<file path="config.mk">
export PLATFORM = sky130hd
export DESIGN_NAME = cba_ctrl
export DESIGN_NICKNAME = d
export VERILOG_FILES = /design/src/rtl/cba_pkg.sv /design/src/rtl/cba_ctrl.sv
export SDC_FILE = /design/constraint.sdc
export NUM_CORES = 1
export LEC_CHECK = 0
export BUFFER_PORTS_ARGS = -buffer_cell sky130_fd_sc_hd__buf_2
export CAP_MARGIN = 20
export CELL_PAD_IN_SITES_DETAIL_PLACEMENT = 0
export CELL_PAD_IN_SITES_GLOBAL_PLACEMENT = 1
export CORE_AREA = 4 4 41 43
export CTS_CLUSTER_DIAMETER = 40
export CTS_CLUSTER_SIZE = 8
export DETAILED_ROUTE_END_ITERATION = 7
export DIE_AREA = 0 0 45 47
export PLACE_DENSITY = 0.59
export RECOVER_POWER = 100
export SYNTH_ARGS = -nofsm -noshare
export SYNTH_HDL_FRONTEND = slang
export SYNTH_SLANG_ARGS = --single-unit
export TNS_END_PERCENT = 100
</file>
<file path="constraint.sdc">
create_clock -name clk -period 1.5 [get_ports clk]
set_clock_uncertainty 0.1 [all_clocks]
set_input_delay 0.15 -clock clk [delete_from_list [all_inputs] [get_ports clk]]
set_output_delay 0.15 -clock clk [all_outputs]
set_load 0.01 [all_outputs]
</file>
<file path="src/rtl/cba_pkg.sv">
// shared types and constants of the clustered block allocator
// no dependencies; imported by every other file of the block but cba_ram
`default_nettype none

package cba_pkg;

    localparam int DEF_MAX_BLOCKS    = 128;
    localparam int RESET_BLOCK_COUNT = 128;
    localparam int FIELD_W           = 8;
    localparam int ENTRY_W           = FIELD_W + 1;

    localparam logic OP_ALLOC    = 1'b0;
    localparam logic OP_FREE     = 1'b1;
    localparam logic STATUS_OK   = 1'b0;
    localparam logic STATUS_FULL = 1'b1;

    typedef enum logic [1:0] {
        S_CLEAR,
        S_IDLE,
        S_SCAN,
        S_POST
    } cba_state_t;

    typedef struct packed {
        logic start;
        logic clear_en;
        logic scan_en;
        logic load_out;
    } cba_cmd_t;

    typedef struct packed {
        logic skip;
        logic scan_done;
        logic clear_done;
        logic out_free;
    } cba_sts_t;

endpackage

`default_nettype wire

</file>
<file path="src/rtl/cba_ctrl.sv">
// controller state machine: clearing pass, idle, map scan, result load
// depends on cba_pkg
`default_nettype none

module cba_ctrl
    import cba_pkg::*;
(
    input  wire logic     clk,
    input  wire logic     rst_n,
    input  wire logic     cfg_we,
    input  wire logic     req_valid,
    output logic          req_ready,
    input  wire cba_sts_t sts,
    output cba_cmd_t      cmd
);

    cba_state_t state_reg, state_next;

    always_ff @(posedge clk or negedge rst_n)
    begin
        if (!rst_n)
        begin
            state_reg <= S_CLEAR;
        end
        else
        begin
            state_reg <= state_next;
        end
    end

    always_comb
    begin
        state_next = state_reg;
        cmd        = '0;
        req_ready  = 1'b0;
        unique case (state_reg)
            S_CLEAR:
            begin
                cmd.clear_en = 1'b1;
                if (!cfg_we && sts.clear_done)
                begin
                    state_next = S_IDLE;
                end
            end
            S_IDLE:
            begin
                req_ready = !cfg_we;
                if (cfg_we)
                begin
                    state_next = S_CLEAR;
                end
                else if (req_valid)
                begin
                    cmd.start  = 1'b1;
                    state_next = sts.skip ? S_POST : S_SCAN;
                end
            end
            S_SCAN:
            begin
                cmd.scan_en = 1'b1;
                if (sts.scan_done)
                begin
                    state_next = S_POST;
                end
            end
            S_POST:
            begin
                if (sts.out_free)
                begin
                    cmd.load_out = 1'b1;
                    state_next   = S_IDLE;
                end
            end
            default:
            begin
                state_next = S_CLEAR;
            end
        endcase
    end

endmodule

`default_nettype wire

</file>
# [After elaboration in Yosys (flattened, before gate mapping)]
# Index checks and enable logic that the tools add are counted.
[word_totals] word_cells=27 register_bits=2 input_bits=8 output_inout_bits=5
[classes] reduce_logical=4 muxes=15 eq_ne=7
[ops] op="$mux 2" n=5
[ops] op="$mux 1" n=9
[ops] op="$pmux 2 s4" n=1
[ops] op="$ne 2x2->1 const B" n=3
[ops] op="$eq 2x2->1 const B" n=2
[ops] op="$reduce_and 4->1" n=1
[ops] op="$ne 3x3->1 const B" n=1
[ops] op="$eq 2x1->1 const B" n=1
[ops] op="$logic_not 2->1" n=1
[ops] op="$logic_and 1x1->1" n=1
[ops] op="$logic_not 1->1" n=1

# [Logic depth before layout (Yosys ltp)]
[logic_depth] word_depth=4 ltp_mapped=5 depth_no_buf=5

# [Least setup slack after synthesis]
# Ideal clock, no wire load.
[synth_timing] path_kind="register to register" start="register state_reg[0]" end="register state_reg[0]" setup_time_ns=0.079 t_arrival_ns=1.349 period_less_slack_ns=1.528 n_path_buf=0 path_slack_ns=-0.028 required_ns=1.321 path_stages_with_launch=6 path_cell_list="dfrtp_1 > inv_1 > ha_1 > nor2b_1 > a2111oi_4 > mux2i_1"
[synth_via] elab_chain_cells=3 word_cells_on_any_way=10 cone_classes="eq/ne (7); mux (1); reduce/logical (2)"
[synth_rtl] element="start, declared" line_no="cba_ctrl.sv:17" source="cba_state_t state_reg, state_next;"
[synth_rtl] element="start signal, assigned" line_no="cba_ctrl.sv:27" source="state_reg <= state_next;"
[synth_rtl] element="$eq 2x1->1, or another cell as far along" line_no="cba_ctrl.sv:36" source="unique case (state_reg)"
[synth_rtl] element="$ne 3x3->1 (no line) or $ne 2x2->1 (tied branches)"
[synth_rtl] element="$reduce_and 4->1 (no line)"
# Several ways; a longest one is shown, not always the timed one.
# A chain may end at the register's enable or synchronous reset.

# [Worst setup path in the final report]
[layout_timing] start="register state_reg[1]" end="register state_reg[1]"
# The elaborated chain is that of the path after synthesis.

==> results.md <==
- Clock Path Buffers: 2
- Post-synthesis sequential area ratio: about a fifth
- Synth Cell Area: 236 um2
- Sw Share: a little under two fifths
- Final worst-path cycle share: 103%
- Tmin final: 1.55 ns
- Initial antenna violation count: 0
- Via Count: about 230
- CTS Root Cell: clkbuf_4
- Synth Register Bits: 2
- Die Span Y: ~47 um
- Fmax achieved: between 600 and 700 MHz
- RSZ-0062 raised after global routing: true
- R2r endpoint: state_reg[1]
- P&R area growth vs syn: 85.7%
- Synth area leader: ha_1
- Non-filler cells, final: 56
- Most common cell in the netlist: ha_1
- 1st-iter DRT viols: 0
- H-tree Lvls: 1
- Psw: around 250 uW
- Clk network pwr share: 18.1%
- Final setup vio count: 3
- Global-route wire length before repair: slightly below 900 um
- Via density: about 4.1
- Slew @ Worst Pin: about 0.33 ns
- FF-to-FF path depth: 5
- Number of CTS-inserted buffers: 3
- P_leak: a little over 0.0002 uW
- Yosys cell types: 12
- CP endpoint kind: register
- 1st-pass router iterations: 1
- Grt ovf: 0
- Post-CTS setup buffers: 0
- Internal reg-to-reg setup slack: -0.05 ns
- Failing checks: setup timing
- Top cells by area, synth: ha_1, dfrtp_1, a2111oi_4
- Die X: approximately 45 um
- Top cells by count, synth: ha_1, nor2b_1
- Clock-pin slew on the worst setup and hold paths: approximately 0.03 ns
- # diodes: 0
- Mean area per synthesized cell: 10.7 um2
- Post-synth ARST share: between 90% and 100%
- CP max FO: 3
- Slew Limit Fails: 0
- Max VDD drop: about 860 uV
- Worst setup path class: register to register
- Routability Congestion: slightly below 0.7
- CTS tree: built
- Share of cells above drive strength 1: between 70% and 80%
- Number of synthesized flops with an enable pin: 0
- Required time of the critical path: between 1.5 and 2 ns
- Drt wl/cell: ~10 um
- Clk sinks: 2
- Max_slew headroom: about 78%
- Antenna Violating Nets Remaining: 0
- Core ar.: about 1300 um2
- Power Density: roughly 1500 nW/um2
- CP startpoint: state_reg[1]
- Main flop type after synthesis: dfrtp_1
- Largest net degree at the start of global routing: 5
- Clk_lat worst skew: around 0.22 ns
- Max cap viols: 0
- Share of total power in combinational logic: a little over three fifths
- Worst setup SP type: register
- Critical Path End: state_reg[1]
- Row count: 13
- Yosys top cell area share: 26.5%
- Cells after Synth: 22
- Placed cells: 52
- Outcome: finished, violations left
- Vias in the first global route: between 200 and 250
- DRC violations left: 0
- R2r startpoint: state_reg[1]
- Arrival time at the worst endpoint: between 1.5 and 2 ns
- Final WL: roughly 560 um
- Final net count: 56
- Final worst setup slack: -0.0474 ns
- Full die area: 2120 um2
- Int Power: roughly 410 uW
- Hold Violations, Final: 0
- Min-delay worst type: input pin to register
- Ports: 13
- Max FFs per register: 2
- Seq pwr share: between 10% and 20%
- Post-Syn Nets: 35
- IO buf count: 12
- Warnings from Yosys: 0
- Initial core utilization: 18.2%
- Setup TNS: -0.105 ns
- Tot GR Track Use: just over 6%
[metrics by stage]
step | total power [uW] | setup WS (ns) | hold WS, ns | util, % | area, um2
after global routing | 723 | -0.113 | 0.169 | 33.8 | 439
after global placement | 449 | -0.0728 | -0.164 | 26.0 | 338
after detailed placement | 451 | -0.0862 | -0.163 | 26.0 | 338
after floorplan | 325 | 0.0379 | -0.246 | - | 236
after CTS | 627 | -0.0606 | 0.129 | 31.6 | 412
final | 659 | -0.0474 | 0.125 | 33.8 | 439
[repair_timing]
action / CTS / global route
pin swaps: 1 / 1
endpoints found under the hold margin: 2 / 0
gates resized for setup: 12 / 7
setup endpoints to repair: 4 / 4
hold buffers: 1 / 0
[cells by family (layout without fill, tap and decap cells)]
group / count (synthesis) / after routing / synth area share (%)
adders and majority gates: 5 / 5 / 26.5
DFF: 2 / 2 / 21.2
buffers and inverters: 2 / 21 / 3.18
AOI/OAI and AO/OA: 3 / 3 / 15.9
and+or+nand+nor: 8 / 8 / 24.9
muxes: 2 / 2 / 8.47
[worst min path at each step]
stage                      start      endpoint  slack, ns  cells past startpoint
after global routing       rst_n  state_reg[0]       0.17                      2
after global placement     rst_n  state_reg[1]      -0.16                      1
after detailed placement   rst_n  state_reg[0]      -0.16                      1
after floorplan            rst_n  state_reg[0]      -0.25                      0
after CTS                  rst_n  state_reg[0]       0.13                      2
final                     sts[3]  state_reg[0]       0.13                      3
[layout by cell type (no fill, tap or decap), types with 2 or more instances in the layout]
cell,Yosys,final
mux2i_1,2,2
buf_2,0,11
nor2b_4,0,3
ha_4,0,2
buf_4,0,2
dfrtp_2,0,2
ha_2,0,2
inv_2,0,2
clkbuf_4,0,3
and2_1,2,2
[final cells by class]
type	instances	area (um2)
Inverter	2	7.51
Sequential cell	2	52.6
Fill cell	145	862
Clock buffer	3	22.5
Multi-Input combinational cell	18	243
Timing Repair Buffer	16	95.1
Tap cell	15	18.8
[power groups by stage]
stage	registers [uW]	logic, uW	clock network, uW
2_1_floorplan	93.4	232	0
3_3_place_gp	99.3	350	0
3_5_place_dp	98.4	352	0
4_1_cts	100	399	128
5_1_grt	126	463	133
6_report	123	417	119
[metal layers]
layer | share of wire (%) | vias to the layer above | track usage [%]
met2 | 43 | 13 | 10.2
met3 | 9.8 | 2 | 1.15
met1 | 45 | 100 | 6.14
li1 | - | 114 | -
met4 | 2.7 | 0 | 7.02
met5 | 0 | - | 0
[worst max-delay path, stage by stage (launching register included)]
cell	delay [ns]
dfrtp_2	0.40
inv_2	0.07
ha_4	0.16
nor3b_4	0.15
a2111oi_4	0.34
mux2i_1	0.24
Power figures use the tool's default switching activity.
